--- src/rtl/ord_pkg.sv ---
`default_nettype none
package ord_pkg;

  localparam int DEPTH_DEFAULT      = 16;
  localparam int DATA_WIDTH_DEFAULT = 32;

  localparam int CMD_W   = 2;
  localparam int FIELD_W = 32;
  localparam int COUNT_W = 5;
  localparam int CAP_W   = 5;

  typedef enum logic [CMD_W-1:0] {
    CMD_PUSH_BACK  = 2'd0,
    CMD_PUSH_FRONT = 2'd1,
    CMD_POP_BACK   = 2'd2,
    CMD_POP_FRONT  = 2'd3
  } cmd_t;

  typedef struct packed {
    logic               success;
    logic               overwrote;
    logic               popped;
    logic [COUNT_W-1:0] count;
  } res_t;

endpackage
`default_nettype wire

--- src/rtl/ord_ram.sv ---
`default_nettype none
module ord_ram #(
  parameter int WIDTH = 32,
  parameter int DEPTH = 16
) (
  input  wire logic                     clk,
  input  wire logic                     we,
  input  wire logic [$clog2(DEPTH)-1:0] waddr,
  input  wire logic [WIDTH-1:0]         wdata,
  input  wire logic                     re,
  input  wire logic [$clog2(DEPTH)-1:0] raddr,
  output      logic [WIDTH-1:0]         rdata
);

  logic [WIDTH-1:0] mem [DEPTH];

  always_ff @(posedge clk) begin
    if (we) begin
      mem[waddr] <= wdata;
    end
    if (re) begin
      rdata <= mem[raddr];
    end
  end

endmodule
`default_nettype wire

--- src/rtl/ord_ctrl.sv ---
`default_nettype none
module ord_ctrl #(
  parameter int DEPTH      = ord_pkg::DEPTH_DEFAULT,
  parameter int DATA_WIDTH = ord_pkg::DATA_WIDTH_DEFAULT
) (
  input  wire logic                        clk,
  input  wire logic                        rst,
  input  wire logic                        accept,
  input  wire logic [ord_pkg::CMD_W-1:0]   cmd,
  input  wire logic [DATA_WIDTH-1:0]       wdata_in,
  input  wire logic                        cfg_we,
  input  wire logic [ord_pkg::CAP_W-1:0]   cfg_cap,
  output      logic                        ram_we,
  output      logic [$clog2(DEPTH)-1:0]    ram_waddr,
  output      logic [DATA_WIDTH-1:0]       ram_wdata,
  output      logic                        ram_re,
  output      logic [$clog2(DEPTH)-1:0]    ram_raddr,
  output      ord_pkg::res_t               res
);
  import ord_pkg::*;

  localparam int PTR_W = $clog2(DEPTH);
  localparam int CNT_W = $clog2(DEPTH + 1);
  localparam int CW    = (CNT_W > CAP_W) ? CNT_W : CAP_W;

  logic [CNT_W-1:0] cap;
  logic [PTR_W-1:0] back;
  logic [PTR_W-1:0] bfront;
  logic [CNT_W-1:0] count;

  logic [PTR_W-1:0] back_next;
  logic [PTR_W-1:0] bfront_next;
  logic [CNT_W-1:0] count_next;
  logic [CW-1:0]    cfg_wide;
  logic [CW-1:0]    cfg_eff;
  logic             full;
  logic             empty;
  logic             over;
  logic             ok;
  logic             pop;

  function automatic logic [PTR_W-1:0] nxt(input logic [PTR_W-1:0] i,
                                           input logic [CNT_W-1:0] c);
    logic [CNT_W-1:0] s;
    s = CNT_W'(i) + CNT_W'(1);
    return (s >= c) ? '0 : PTR_W'(s);
  endfunction

  function automatic logic [PTR_W-1:0] prv(input logic [PTR_W-1:0] i,
                                           input logic [CNT_W-1:0] c);
    logic [CNT_W-1:0] m;
    m = c - CNT_W'(1);
    return (i == '0) ? PTR_W'(m) : i - PTR_W'(1);
  endfunction

  always_comb begin
    cfg_wide = CW'(cfg_cap);
    if (cfg_wide == '0) begin
      cfg_eff = CW'(1);
    end else if (cfg_wide > CW'(DEPTH)) begin
      cfg_eff = CW'(DEPTH);
    end else begin
      cfg_eff = cfg_wide;
    end
  end

  assign full  = (count == cap);
  assign empty = (count == '0);

  always_comb begin
    back_next   = back;
    bfront_next = bfront;
    count_next  = count;
    over        = 1'b0;
    ok          = 1'b1;
    pop         = 1'b0;
    ram_we      = 1'b0;
    ram_re      = 1'b0;
    ram_waddr   = back;
    ram_raddr   = back;
    ram_wdata   = wdata_in;
    unique case (cmd_t'(cmd))
      CMD_PUSH_BACK: begin
        ram_we    = accept;
        ram_waddr = back;
        back_next = nxt(back, cap);
        over      = full;
        if (full) begin
          bfront_next = back;
        end else begin
          count_next = count + CNT_W'(1);
        end
      end
      CMD_PUSH_FRONT: begin
        ram_we      = accept;
        ram_waddr   = bfront;
        bfront_next = prv(bfront, cap);
        over        = full;
        if (full) begin
          back_next = bfront;
        end else begin
          count_next = count + CNT_W'(1);
        end
      end
      CMD_POP_BACK: begin
        ram_raddr = prv(back, cap);
        ok        = !empty;
        pop       = !empty;
        ram_re    = accept && !empty;
        if (!empty) begin
          back_next  = ram_raddr;
          count_next = count - CNT_W'(1);
        end
      end
      CMD_POP_FRONT: begin
        ram_raddr = nxt(bfront, cap);
        ok        = !empty;
        pop       = !empty;
        ram_re    = accept && !empty;
        if (!empty) begin
          bfront_next = ram_raddr;
          count_next  = count - CNT_W'(1);
        end
      end
    endcase
  end

  assign res.success   = ok;
  assign res.overwrote = over;
  assign res.popped    = pop;
  assign res.count     = COUNT_W'(count_next);

  always_ff @(posedge clk) begin
    if (rst) begin
      cap    <= CNT_W'(DEPTH);
      back   <= '0;
      bfront <= PTR_W'(DEPTH - 1);
      count  <= '0;
    end else if (cfg_we) begin
      cap    <= CNT_W'(cfg_eff);
      back   <= '0;
      bfront <= PTR_W'(cfg_eff - CW'(1));
      count  <= '0;
    end else if (accept) begin
      back   <= back_next;
      bfront <= bfront_next;
      count  <= count_next;
    end
  end

endmodule
`default_nettype wire

--- src/rtl/overwriting_ring_deque.sv ---
`default_nettype none
// channel  | signals                          | direction
// ---------+----------------------------------+-----------
// in       | in_valid, in_stall, cmd, push_data | into block
// out      | out_valid, out_stall, success,   | out of block
//          | pop_data, element_count, overwrote |
// cfg      | cfg_valid, cfg_ready, cfg_data   | into block
//
// one item per cycle sustained while out_stall is low; each result reaches the outputs
// through the slot memory read (with the mid-stage register), then the result register
// synchronous reset empties the ring and sets capacity to DEPTH, no clearing pass
// a capacity write empties the ring
// in_stall rises only when both the memory stage and the result register hold items
module overwriting_ring_deque #(
  parameter int DEPTH      = ord_pkg::DEPTH_DEFAULT,
  parameter int DATA_WIDTH = ord_pkg::DATA_WIDTH_DEFAULT
) (
  input  wire logic                          clk,
  input  wire logic                          rst,
  input  wire logic                          in_valid,
  output      logic                          in_stall,
  input  wire logic [ord_pkg::CMD_W-1:0]     cmd,
  input  wire logic [ord_pkg::FIELD_W-1:0]   push_data,
  output      logic                          out_valid,
  input  wire logic                          out_stall,
  output      logic                          success,
  output      logic [ord_pkg::FIELD_W-1:0]   pop_data,
  output      logic [ord_pkg::COUNT_W-1:0]   element_count,
  output      logic                          overwrote,
  input  wire logic                          cfg_valid,
  output      logic                          cfg_ready,
  input  wire logic [ord_pkg::CAP_W-1:0]     cfg_data
);
  import ord_pkg::*;

  localparam int PTR_W = $clog2(DEPTH);

  logic                  accept;
  logic                  advance;
  logic                  mid_valid;
  res_t                  mid_res;
  res_t                  res;
  logic                  ram_we;
  logic                  ram_re;
  logic [PTR_W-1:0]      ram_waddr;
  logic [PTR_W-1:0]      ram_raddr;
  logic [DATA_WIDTH-1:0] ram_wdata;
  logic [DATA_WIDTH-1:0] ram_rdata;

  assign cfg_ready = 1'b1;
  assign advance   = mid_valid && (!out_valid || !out_stall);
  assign in_stall  = mid_valid && out_valid && out_stall;
  assign accept    = in_valid && !in_stall;

  ord_ctrl #(
    .DEPTH      (DEPTH),
    .DATA_WIDTH (DATA_WIDTH)
  ) u_ctrl (
    .clk       (clk),
    .rst       (rst),
    .accept    (accept),
    .cmd       (cmd),
    .wdata_in  (DATA_WIDTH'(push_data)),
    .cfg_we    (cfg_valid && cfg_ready),
    .cfg_cap   (cfg_data),
    .ram_we    (ram_we),
    .ram_waddr (ram_waddr),
    .ram_wdata (ram_wdata),
    .ram_re    (ram_re),
    .ram_raddr (ram_raddr),
    .res       (res)
  );

  ord_ram #(
    .WIDTH (DATA_WIDTH),
    .DEPTH (DEPTH)
  ) u_slots (
    .clk   (clk),
    .we    (ram_we),
    .waddr (ram_waddr),
    .wdata (ram_wdata),
    .re    (ram_re),
    .raddr (ram_raddr),
    .rdata (ram_rdata)
  );

  always_ff @(posedge clk) begin
    if (rst) begin
      mid_valid <= 1'b0;
      out_valid <= 1'b0;
    end else begin
      if (accept) begin
        mid_valid <= 1'b1;
      end else if (advance) begin
        mid_valid <= 1'b0;
      end
      if (advance) begin
        out_valid <= 1'b1;
      end else if (!out_stall) begin
        out_valid <= 1'b0;
      end
    end
  end

  always_ff @(posedge clk) begin
    if (accept) begin
      mid_res <= res;
    end
    if (advance) begin
      success       <= mid_res.success;
      overwrote     <= mid_res.overwrote;
      element_count <= mid_res.count;
      pop_data      <= mid_res.popped ? FIELD_W'(ram_rdata) : '0;
    end
  end

endmodule
`default_nettype wire
--- config.mk ---
export PLATFORM = sky130hd
export DESIGN_NAME = overwriting_ring_deque
export DESIGN_NICKNAME = d
export VERILOG_FILES = /design/src/rtl/ord_pkg.sv /design/src/rtl/ord_ram.sv /design/src/rtl/ord_ctrl.sv /design/src/rtl/overwriting_ring_deque.sv
export SDC_FILE = /design/constraint.sdc
export NUM_CORES = 1
export LEC_CHECK = 0
export ABC_CLOCK_PERIOD_IN_PS = 5370
export BUFFER_PORTS_ARGS = -buffer_cell sky130_fd_sc_hd__buf_2
export CORE_MARGIN = 2
export CORE_UTILIZATION = 50
export CTS_BUF_LIST = sky130_fd_sc_hd__clkbuf_4 sky130_fd_sc_hd__clkbuf_8
export CTS_CLUSTER_DIAMETER = 100
export DETAILED_ROUTE_END_ITERATION = 16
export HOLD_SLACK_MARGIN = 0.05
export PLACE_DENSITY = 0.72
export SKIP_CTS_REPAIR_TIMING = 1
export SLEW_MARGIN = 20
export SYNTH_ARGS = -nofsm -noshare
export SYNTH_HDL_FRONTEND = slang
export SYNTH_SLANG_ARGS = --single-unit
--- constraint.sdc ---
create_clock -name clk -period 5.37 [get_ports clk]
set_input_delay 0 -clock clk [delete_from_list [all_inputs] [get_ports clk]]
set_output_delay 0 -clock clk [all_outputs]
set_load 0.005 [all_outputs]
== Yosys cells after proc, flatten, opt, wreduce, memory -nomap -nowiden ==
Memory sizes are Yosys's and may differ from the RTL's. A register that Yosys moved wholly into a read port is not among the register bits.
Index checks and enable logic that the tools add are counted.
Word-level totals
  bits of input ports: 44
  word-level logic and storage cells: 86
  ROM bits: 0
  register bits after elaboration: 67
  memories kept: 1
  RAM bits: 512
  bits in latches: 0
Operators by class
  div/mod/pow operators: 0
  equal/unequal tests: 9
  multipliers: 0
  add/sub/neg operators: 8
  bitwise gates (word level): 0
  reduce and logical (&&, ||, !) cells: 24
  shifts and indexed selects: 0
  mux-type cells: 27
  $lt $le $gt $ge: 3
Memory list
  u_slots.mem: depth 16, bits a word 32, rd ports 1, clocked after memory_dff 1, wr ports 1, line ord_ram.sv:15  | logic [WIDTH-1:0] mem [DEPTH];
Operator list (number)
  4-bit two-way mux: 11
  4-bit one-hot mux with 3 select lines: 2
  5-bit two-way mux: 4
  4-bit by 1-bit subtractor with 4-bit output (second input constant): 4
  4-bit by 1-bit adder with 5-bit output (second input constant): 2
  5-bit greater-or-equal comparator: 2
  5-bit zero test: 2
  5-bit one-hot mux with 2 select lines: 1
  4-bit zero test: 2
  1-bit two-way mux: 8
  4-bit one-hot mux with 2 select lines: 1
  4-bit AND reduction: 2
  2-bit OR reduction: 3
  5-bit by 1-bit adder with 5-bit output (second input constant): 1
  5-bit == test: 1
  5-bit greater-than comparator (second input constant): 1
  1-bit logical AND: 5
  5-bit by 1-bit subtractor with 5-bit output (second input constant): 1
  2-bit == test (second input constant): 2
  1-bit zero test: 4
  2-bit by 1-bit != test with 1-bit output (second input constant): 2
  2-bit nonzero test: 2
  4-bit nonzero test: 1
  3-bit by 2-bit != test with 1-bit output (second input constant): 1
  6 further kinds: 6

== Depth between registers and ports, before layout ==
Gate-level depths: netlist of run 1.
  depth in word-level cells: 7
  gate-level depth with buffers: 14
  mapped depth without buffers: 10

== By module ==
From an unflattened synthesis of run 1, not the netlist that was laid out.
Second synthesis, totals
  cells, all modules: 1253
  area, all modules: 24355.9 um^2
By module, submodules not included
  ord_ram: area an instance 20155.6 um^2, instances 1, sequential area each 16335.7 um^2, cells each 838
  ord_ctrl: area an instance 2444.8 um^2, instances 1, sequential area each 360.3 um^2, cells each 321
  overwriting_ring_deque: area an instance 1755.4 um^2, instances 1, sequential area each 1451.4 um^2, cells each 94

== Worst setup path before layout of run 1 ==
No wires, ideal clock.
  path type: reg2reg
  start: reg mid_valid
  end: reg element_count[0] (netlist bit), enable pin
  path buffers: 0
  period minus slack after synthesis: 3.706 ns
  arrival time: 3.211 ns
  stages on the path, launching flop included: 2
  required time: 4.875 ns
  setup slack: 1.664 ns
  path through: dfxtp_1 > a21boi_0
On the way
  longest elaborated chain between the ends: 1
Ends and longest elaborated chain
  start: declaration: line overwriting_ring_deque.sv:40  | logic mid_valid;
  start signal: assignment: line overwriting_ring_deque.sv:89  | mid_valid <= 1'b0;
  start signal: assignment: line overwriting_ring_deque.sv:93  | mid_valid <= 1'b1;
  start signal: assignment: line overwriting_ring_deque.sv:95  | mid_valid <= 1'b0;
  1-bit logical AND: line overwriting_ring_deque.sv:51  | assign advance = mid_valid && (!out_valid || !out_stall);
  via advance: line overwriting_ring_deque.sv:39  | logic advance;
  end signal: assignment: line overwriting_ring_deque.sv:112  | element_count <= mid_res.count;
  end: declaration: line overwriting_ring_deque.sv:28  | output logic [ord_pkg::COUNT_W-1:0] element_count,
The timed path passes the listed nets, and every way through them passes these cells.
A chain may end at the register's enable or synchronous reset.

== Final worst setup path of run 1 ==
  start: reg u_ctrl.bfront[0]
  end: reg u_slots.rdata[12] (read register of u_slots.mem) (data pin)
On the way
  longest elaborated chain between the ends: 4
Ends and longest elaborated chain
  start: declaration: line ord_ctrl.sv:28  | logic [PTR_W-1:0] bfront;
  start signal: assignment: line ord_ctrl.sv:137  | bfront <= PTR_W'(DEPTH - 1);
  start signal: assignment: line ord_ctrl.sv:142  | bfront <= PTR_W'(cfg_eff - CW'(1));
  start signal: assignment: line ord_ctrl.sv:146  | bfront <= bfront_next;
  4-bit by 1-bit adder with 5-bit output *: line ord_ctrl.sv:45  | s = CNT_W'(i) + CNT_W'(1);
  5-bit greater-or-equal comparator: line ord_ctrl.sv:46  | return (s >= c) ? '0 : PTR_W'(s);
  4-bit two-way mux *: line ord_ctrl.sv:46
  4-bit one-hot mux with 2 select lines *: line ord_ctrl.sv:82  | unique case (cmd_t'(cmd))
  end: declaration: line ord_ram.sv:12  | output logic [WIDTH-1:0] rdata
Every way passes the cells marked *; elsewhere a longest branch is shown, timed or not.

==> out/metrics.csv, run 1 <==
stage,metric,value,unit
pwr,internal_power,0.00772,W
critical_path,crit_arrival,4.78,ns
critical_path,slowest_stage,or4_1,
floorplan,dieArea,0.0514,mm²
floorplan,rows,81,
critical_path,setup.worst_path.end_class,flip-flop,
critical_path,critPathMaxFanout,17,
clock_network,htreeDepth,3,
synth,netlist_area,0.0248,mm²
run_status,status,"finished, final reports clean",
sta,period_needed,4.39,ns
synth,synth_top_cell_area_share,71.6,%
critical_path,ff2ff_path_depth,11,
grt,grt-ovfl-total,0,
floorplan,initial_utilization,50.6,%
synth,syn_inst,1719,
sta,drv_slew,0,
critical_path,crit_path_start_kind,flip-flop,
grt,antenna_found_initial,2,
drt,drtAntennaViolNets,0,
clock_network,clk_latency,0.67,ns
pwr,pwr-share-comb,10.7,%
clock_network,cts_buffer_depth,3,
synth,synth.distinct_cells,58,
drt,dr.pass1.iters,8,
critical_path,r2r_end,u_slots.rdata[12]$_DFFE_PP_,
sta,setup_viol,0,
critical_path,crit_chain,inv_1 -> ha_1 -> ha_1 -> a21o_1 -> a221oi_1 -> and2_1 -> a221oi_1 -> nand2_2 -> buf_12 -> a211oi_1 -> or4_1,
critical_path,r2r_start,u_ctrl.bfront[0]$_SDFFE_PP1P_,
grt,track_usage,23.7,%
floorplan,coreArea,0.0490,mm²
worst_hold_path,hold_path.class,input pin to flip-flop,
clock_network,cts_root_buffer,clkbuf_8,
final_layout,instances_no_fill,2595,
sta,clock_skew,0.0300,ns
synth,synth_area_per_cell,14.4,µm²
pwr,p_sw_share,24.7,%
sta,fin_ws,0.980,ns
critical_path,cp-endpoint,u_slots.rdata[12]$_DFFE_PP_,
critical_path,cp.depth,11,
grt,grt_max_degree,164,
synth,synth_nets,1786,
synth,yosysMostFrequentCell,edfxtp_1,
final_layout,area_growth,14.4,%
drt,num_vias,15624,
critical_path,crit_type,flip-flop to flip-flop,
clock_network,cts_made_buffers,94,
sta,grt_setup_unrepaired,false,
synth,synth_seq_area_share,73.2,%
critical_path,worstPathRequired,5.76,ns
final_layout,layout-drive-gt1-share,15.9,%
pwr,peakVddDrop,0.222,mV
synth,yosysTopAreaCell,edfxtp_1,
drt,via_per_inst,6.02,
synth,netlist_top_cells_area,"edfxtp_1 72%, a211oi_1 7.8%, and3_1 3.3%, a21oi_1 3.0%, nand2_1 2.3%",
drt,drt_iter0_markers,1744,
job,max_cap_violations,0,
pwr,clock_power_share,37.0,%
placement,place_area,0.0260,mm²
placement,gp_congestion,0.839,
pwr,fin_total_pwr,0.0102,W
pwr,p_leak,9.54,nW
critical_path,worst_path_dominant_cell_family,simple AND/OR/NAND/NOR gates,
floorplan,fp.dieH,227,µm
drt,drt-total-wl,60.7,mm
sta,tightest_slew,1.13,ns
placement,dp_hpwl,31.7,mm
synth,synthArstFlopShare,0,%
pwr,power_frac_seq,52.3,%
floorplan,die_w,227,µm
sta,slew-limit-headroom,24.6,%
critical_path,crit_start,u_ctrl.bfront[0]$_SDFFE_PP1P_,
critical_path,slowest_delay,0.51,ns
critical_path,crit_buf_inv,2,
sta,finalSetupTns,0,ns
final_layout,stdcell_area,0.0283,mm²
synth,ys.flop_type,edfxtp_1,
placement,place_inst,2374,
critical_path,r2r_slack,0.98,ns
floorplan,num_io_pins,86,
grt,grt_pass1_wl,90.6,mm
clock_network,cts.sinks,611,
placement,place_ws,1.04,ns
pwr,switchingPower,0.00253,W
final_layout,final_nets,1921,
grt,grt_pass1_vias,15035,
synth,ys_seq_elements,611,
synth,synth_common_cells,"591 x edfxtp_1, 258 x a211oi_1, 149 x nand2_1, 147 x a21oi_1, 131 x and3_1",
pwr,power.density,362,mW/mm²
sta,fmax,228,MHz
sta,hold_viol_final,0,
drt,drt-wirelength-per-cell,23.4,µm
clock_network,clkTransAtPathRegs,0.06,ns
clock_network,tritoncts,built,
placement,io_buffers,84,
synth,synth_edf_count,591,
drt,drc,0,
synth,yosysWarnings,0,
sta,period_share,81.7,%
==> power by group through the flow <==
| stage | Clock, W | Combinational, W | Sequential [W] |
|---|---|---|---|
| floorplan | 0 | 0.000692 | 0.00545 |
| global placement | 0 | 0.00103 | 0.00545 |
| detailed placement | 0 | 0.00106 | 0.00546 |
| CTS | 0.00384 | 0.00106 | 0.00536 |
| global route | 0.00403 | 0.00119 | 0.00536 |
| finish | 0.00380 | 0.00109 | 0.00536 |
==> tightest hold or removal path, stage by stage <==
cell      delay [ns]
buf_2           0.10
nor3_1          0.05
o21bai_1        0.24
ha_1            0.14
nand2b_1        0.10
nand3_1         0.07
==> worst min-delay path by stage <==
stage | from | to | cells past startpoint
5_1_grt | cfg_data[2] | u_ctrl.bfront[1]$_SDFFE_PP1P_ | 6
4_1_cts | in_valid | mid_valid$_SDFFE_PP0P_ | 2
2_1_floorplan | rst | u_ctrl.cap[0]$_SDFFE_PP0P_ | 1
6_report | cfg_data[2] | u_ctrl.bfront[1]$_SDFFE_PP1P_ | 6
3_3_place_gp | in_valid | mid_valid$_SDFFE_PP0P_ | 2
3_5_place_dp | in_valid | mid_valid$_SDFFE_PP0P_ | 2
==> logic make-up after synthesis <==
group	Yosys count	share of synthesized area, %
simple gates	443	9.31
fa+ha+maj	23	1.16
mux	10	0.409
buf+inv	155	2.77
xor+xnor	14	0.495
compound gates	462	12.6
other cells	1	0.0151
flops	611	73.2
==> sequential cells by signal (all words and copies together) (netlist names) <==
register,count
u_slots.mem,512
pop_data,32
u_slots.rdata,32
mid_res,8
element_count,5
u_ctrl.cap,5
u_ctrl.count,5
u_ctrl.back,4
u_ctrl.bfront,4
mid_valid,1
out_valid,1
overwrote,1
success,1
==> metal layers <==
metal / vias up / GRT usage (%) / share of wire (%)
met3: 143 / 4.76 / 7.7
met5: - / 0 / 0.018
met4: 2 / 11.1 / 3.6
li1: 7000 / - / -
met1: 7794 / 31.7 / 41
met2: 685 / 37.5 / 47
==> layout by cell type, fill, tap and decap left out, types with 6 or more instances in the layout <==
cell type and n:
buf_2 84, buf_4 28, nand2b_1 7, buf_12 7
xnor2_1 6, or4_1 33, and3_1 131, clkbuf_8 96
nor3_1 16, nor2b_1 6, mux2i_1 9, ha_1 23
nor2_1 27, dfxtp_1 20, clkinv_2 9, dlygate4sd3_1 48
xor2_1 8, and2_1 38, a21oi_1 146, inv_1 26
nand3_1 8, a211oi_1 258, o21ai_0 14, clkbuf_4 38
nand2_1 147, edfxtp_1 591, nor2_4 17, clkinv_1 23
==> per-stage QoR <==
step / utilization, % / hold WS [ns]
floorplan: - / 0.0716
global placement: 53.1 / 0.227
detailed placement: 53.1 / 0.251
CTS: 56.9 / -0.461
global route: 57.9 / 0.120
finish: 57.9 / 0.0678
==> final cells by class <==
cell class                 count  area (µm²)
antenna                        1        2.50
clock buffer                 134        1610
clock inverter                38         244
fill                        3750       20600
inverter                      27         101
multi-input combinational    953        6160
sequential                   611       18100
tap                          664         831
timing repair buffer         167        1250
(Power assumes the default switching activity.)
==> run 2: changes to the inputs <==
--- a/config.mk
+++ b/config.mk
@@ -5,7 +5,7 @@
 export SDC_FILE = /design/constraint.sdc
 export NUM_CORES = 1
 export LEC_CHECK = 0
-export ABC_CLOCK_PERIOD_IN_PS = 5370
+export ABC_CLOCK_PERIOD_IN_PS = 4300
 export BUFFER_PORTS_ARGS = -buffer_cell sky130_fd_sc_hd__buf_2
 export CORE_MARGIN = 2
 export CORE_UTILIZATION = 50
==> constraint.sdc (replaced) <==
create_clock -name clk -period 4.3 [get_ports clk]
set_input_delay 0 -clock clk [delete_from_list [all_inputs] [get_ports clk]]
set_output_delay 0 -clock clk [all_outputs]
set_load 0.005 [all_outputs]
==> out/metrics.csv, run 2 (synthesis gave the netlist of run 1 again) <==
stage,metric,value,unit
run_status,status,"finished, final reports clean",
final_layout,largest_register_ffs,512,
placement,gp_congestion,0.833,
final_layout,fillerInstances,3713,
critical_path,worst_path_dominant_cell_family,simple AND/OR/NAND/NOR gates,
critical_path,crit_type,flip-flop to flip-flop,
floorplan,fp.dieH,227,µm
critical_path,crit_chain,ha_1 -> xor2_1 -> ha_1 -> a21o_1 -> a221oi_1 -> buf_4 -> nand3_4 -> buf_12 -> and3_1 -> a211oi_1 -> a211oi_1 -> or4_1,
final_layout,instances_no_fill,2599,
final_layout,layout-drive-gt1-share,16.3,%
drt,num_vias,15774,
critical_path,cp.depth,12,
grt,grt_max_degree,153,
drt,dr.pass1.iters,7,
placement,place_inst,2389,
sta,clock_skew,0.0353,ns
sta,finalSetupTns,0,ns
critical_path,slowest_stage,or4_1,
floorplan,rows,81,
pwr,peakVddDrop,0.242,mV
sta,period_needed,3.97,ns
floorplan,dieArea,0.0514,mm²
sta,period_share,92.2,%
final_layout,largestRegisters,"u_slots.mem x512, pop_data x32, u_slots.rdata x32",
job,max_cap_violations,0,
drt,drtAntennaViolNets,0,
clock_network,cts_made_buffers,94,
final_layout,stdcell_area,0.0286,mm²
pwr,p_leak,9.64,nW
sta,fmax,252,MHz
final_layout,final_nets,1937,
final_layout,final_common_cell,edfxtp_1,
sta,drv_slew,0,
drt,drt-total-wl,63.0,mm
sta,grt_setup_unrepaired,false,
placement,io_buffers,84,
pwr,power.density,445,mW/mm²
sta,tightest_slew,1.00,ns
critical_path,crit_buf_inv,2,
final_layout,final_cell_mix,"591 x edfxtp_1, 258 x a211oi_1, 147 x nand2_1, 146 x a21oi_1, 131 x and3_1",
critical_path,ff2ff_path_depth,12,
critical_path,setup.worst_path.end_class,flip-flop,
drt,drc,0,
sta,setup_viol,0,
clock_network,clk_latency,0.67,ns
placement,place_ws,0.271,ns
worst_hold_path,hold_path_depth,6,
pwr,fin_total_pwr,0.0127,W
sta,fin_ws,0.334,ns
clock_network,cts.sinks,611,
drt,via_per_inst,6.07,
clock_network,cts_root_buffer,clkbuf_8,
clock_network,htreeDepth,3,
critical_path,worstPathRequired,4.69,ns
sta,slew-limit-headroom,32.8,%
floorplan,initial_utilization,50.6,%
drt,drt_iter0_markers,1950,
placement,place_area,0.0263,mm²
placement,dp_hpwl,32.3,mm
sta,hold_viol_final,0,
floorplan,coreArea,0.0490,mm²
grt,grt_pass1_wl,92.3,mm
critical_path,crit_path_start_kind,flip-flop,
drt,drt-wirelength-per-cell,24.2,µm
critical_path,slowest_delay,0.54,ns
critical_path,crit_arrival,4.35,ns
clock_network,cts_buffer_depth,3,
critical_path,critPathMaxFanout,36,
floorplan,die_w,227,µm
worst_hold_path,hold_path.class,input pin to flip-flop,
clock_network,tritoncts,built,
grt,antenna_found_initial,2,
final_layout,area_growth,15.4,%
grt,track_usage,24.3,%
floorplan,num_io_pins,86,
clock_network,clkTransAtPathRegs,0.06,ns
final_layout,largest-register,u_slots.mem,
grt,grt_pass1_vias,15344,
grt,grt-ovfl-total,0,
run 2: cell count changes in the layout (fill, tap and decap cells not counted), sizes merged:
cell	previous run	this run
buf	119	134
clkinv	34	25
clkbuf	134	132
clkinvlp	2	4
bufinv	2	1
inv	27	26
run 2: per-layer routing:
metal	vias up	routed length, µm	global-route usage, %
met4	0	2010	10.9
met5	-	0	0
met1	7830	25100	32.7
li1	7018	-	-
met2	787	30200	38.8
met3	139	5660	4.29
run 2: final timing paths:
| kind | start | end | slack [ns] |
|---|---|---|---|
| worst min-delay path | cfg_data[2] | u_ctrl.bfront[1]$_SDFFE_PP1P_ | 0.09 |
| worst min register to register | mid_res[6]$_SDFFCE_PP0P_ | overwrote$_DFFE_PP_ | 0.42 |
| worst max register to register | u_ctrl.bfront[0]$_SDFFE_PP1P_ | u_slots.rdata[14]$_DFFE_PP_ | 0.33 |
| worst max-delay path | u_ctrl.bfront[0]$_SDFFE_PP1P_ | u_slots.rdata[14]$_DFFE_PP_ | 0.33 |
run 2: area by class of cell:
type / count / area, µm² / share of cell area (%)
flip-flops and latches: 611 / 18100 / 63.5
multi-input cells: 953 / 6170 / 21.6
well taps: 664 / 831 / 2.91
clock buffers: 131 / 1600 / 5.61
inverters: 27 / 101 / 0.354
diodes: 1 / 2.50 / 0.00875
clock inverters: 29 / 156 / 0.547
repair buffers: 183 / 1580 / 5.54
run 2: power breakdown:
part | internal [W] | leakage, nW | switching, W
logic | 0.000510 | 3.20 | 0.000946
registers | 0.00665 | 5.52 | 0.0000367
clock network | 0.00244 | 0.923 | 0.00214
total | 0.00960 | 9.64 | 0.00313
run 2: worst reg2reg max path: cells and delay by family (launching register included):
family	cells	cell delay [ns]
adders and majority gates	2	0.57
AOI/OAI and AO/OA	4	0.84
DFF	1	0.49
and+or+nand+nor	3	1.00
buffers and inverters	2	0.50
xor gates and xnor gates	1	0.27
run 2: metrics by stage:
stage | utilization [%] | hold slack, ns
5_1_grt | 58.4 | 0.116
2_1_floorplan | - | 0.0716
3_5_place_dp | 53.7 | 0.238
6_report | 58.4 | 0.0857
4_1_cts | 57.3 | -0.486
3_3_place_gp | 53.7 | 0.228
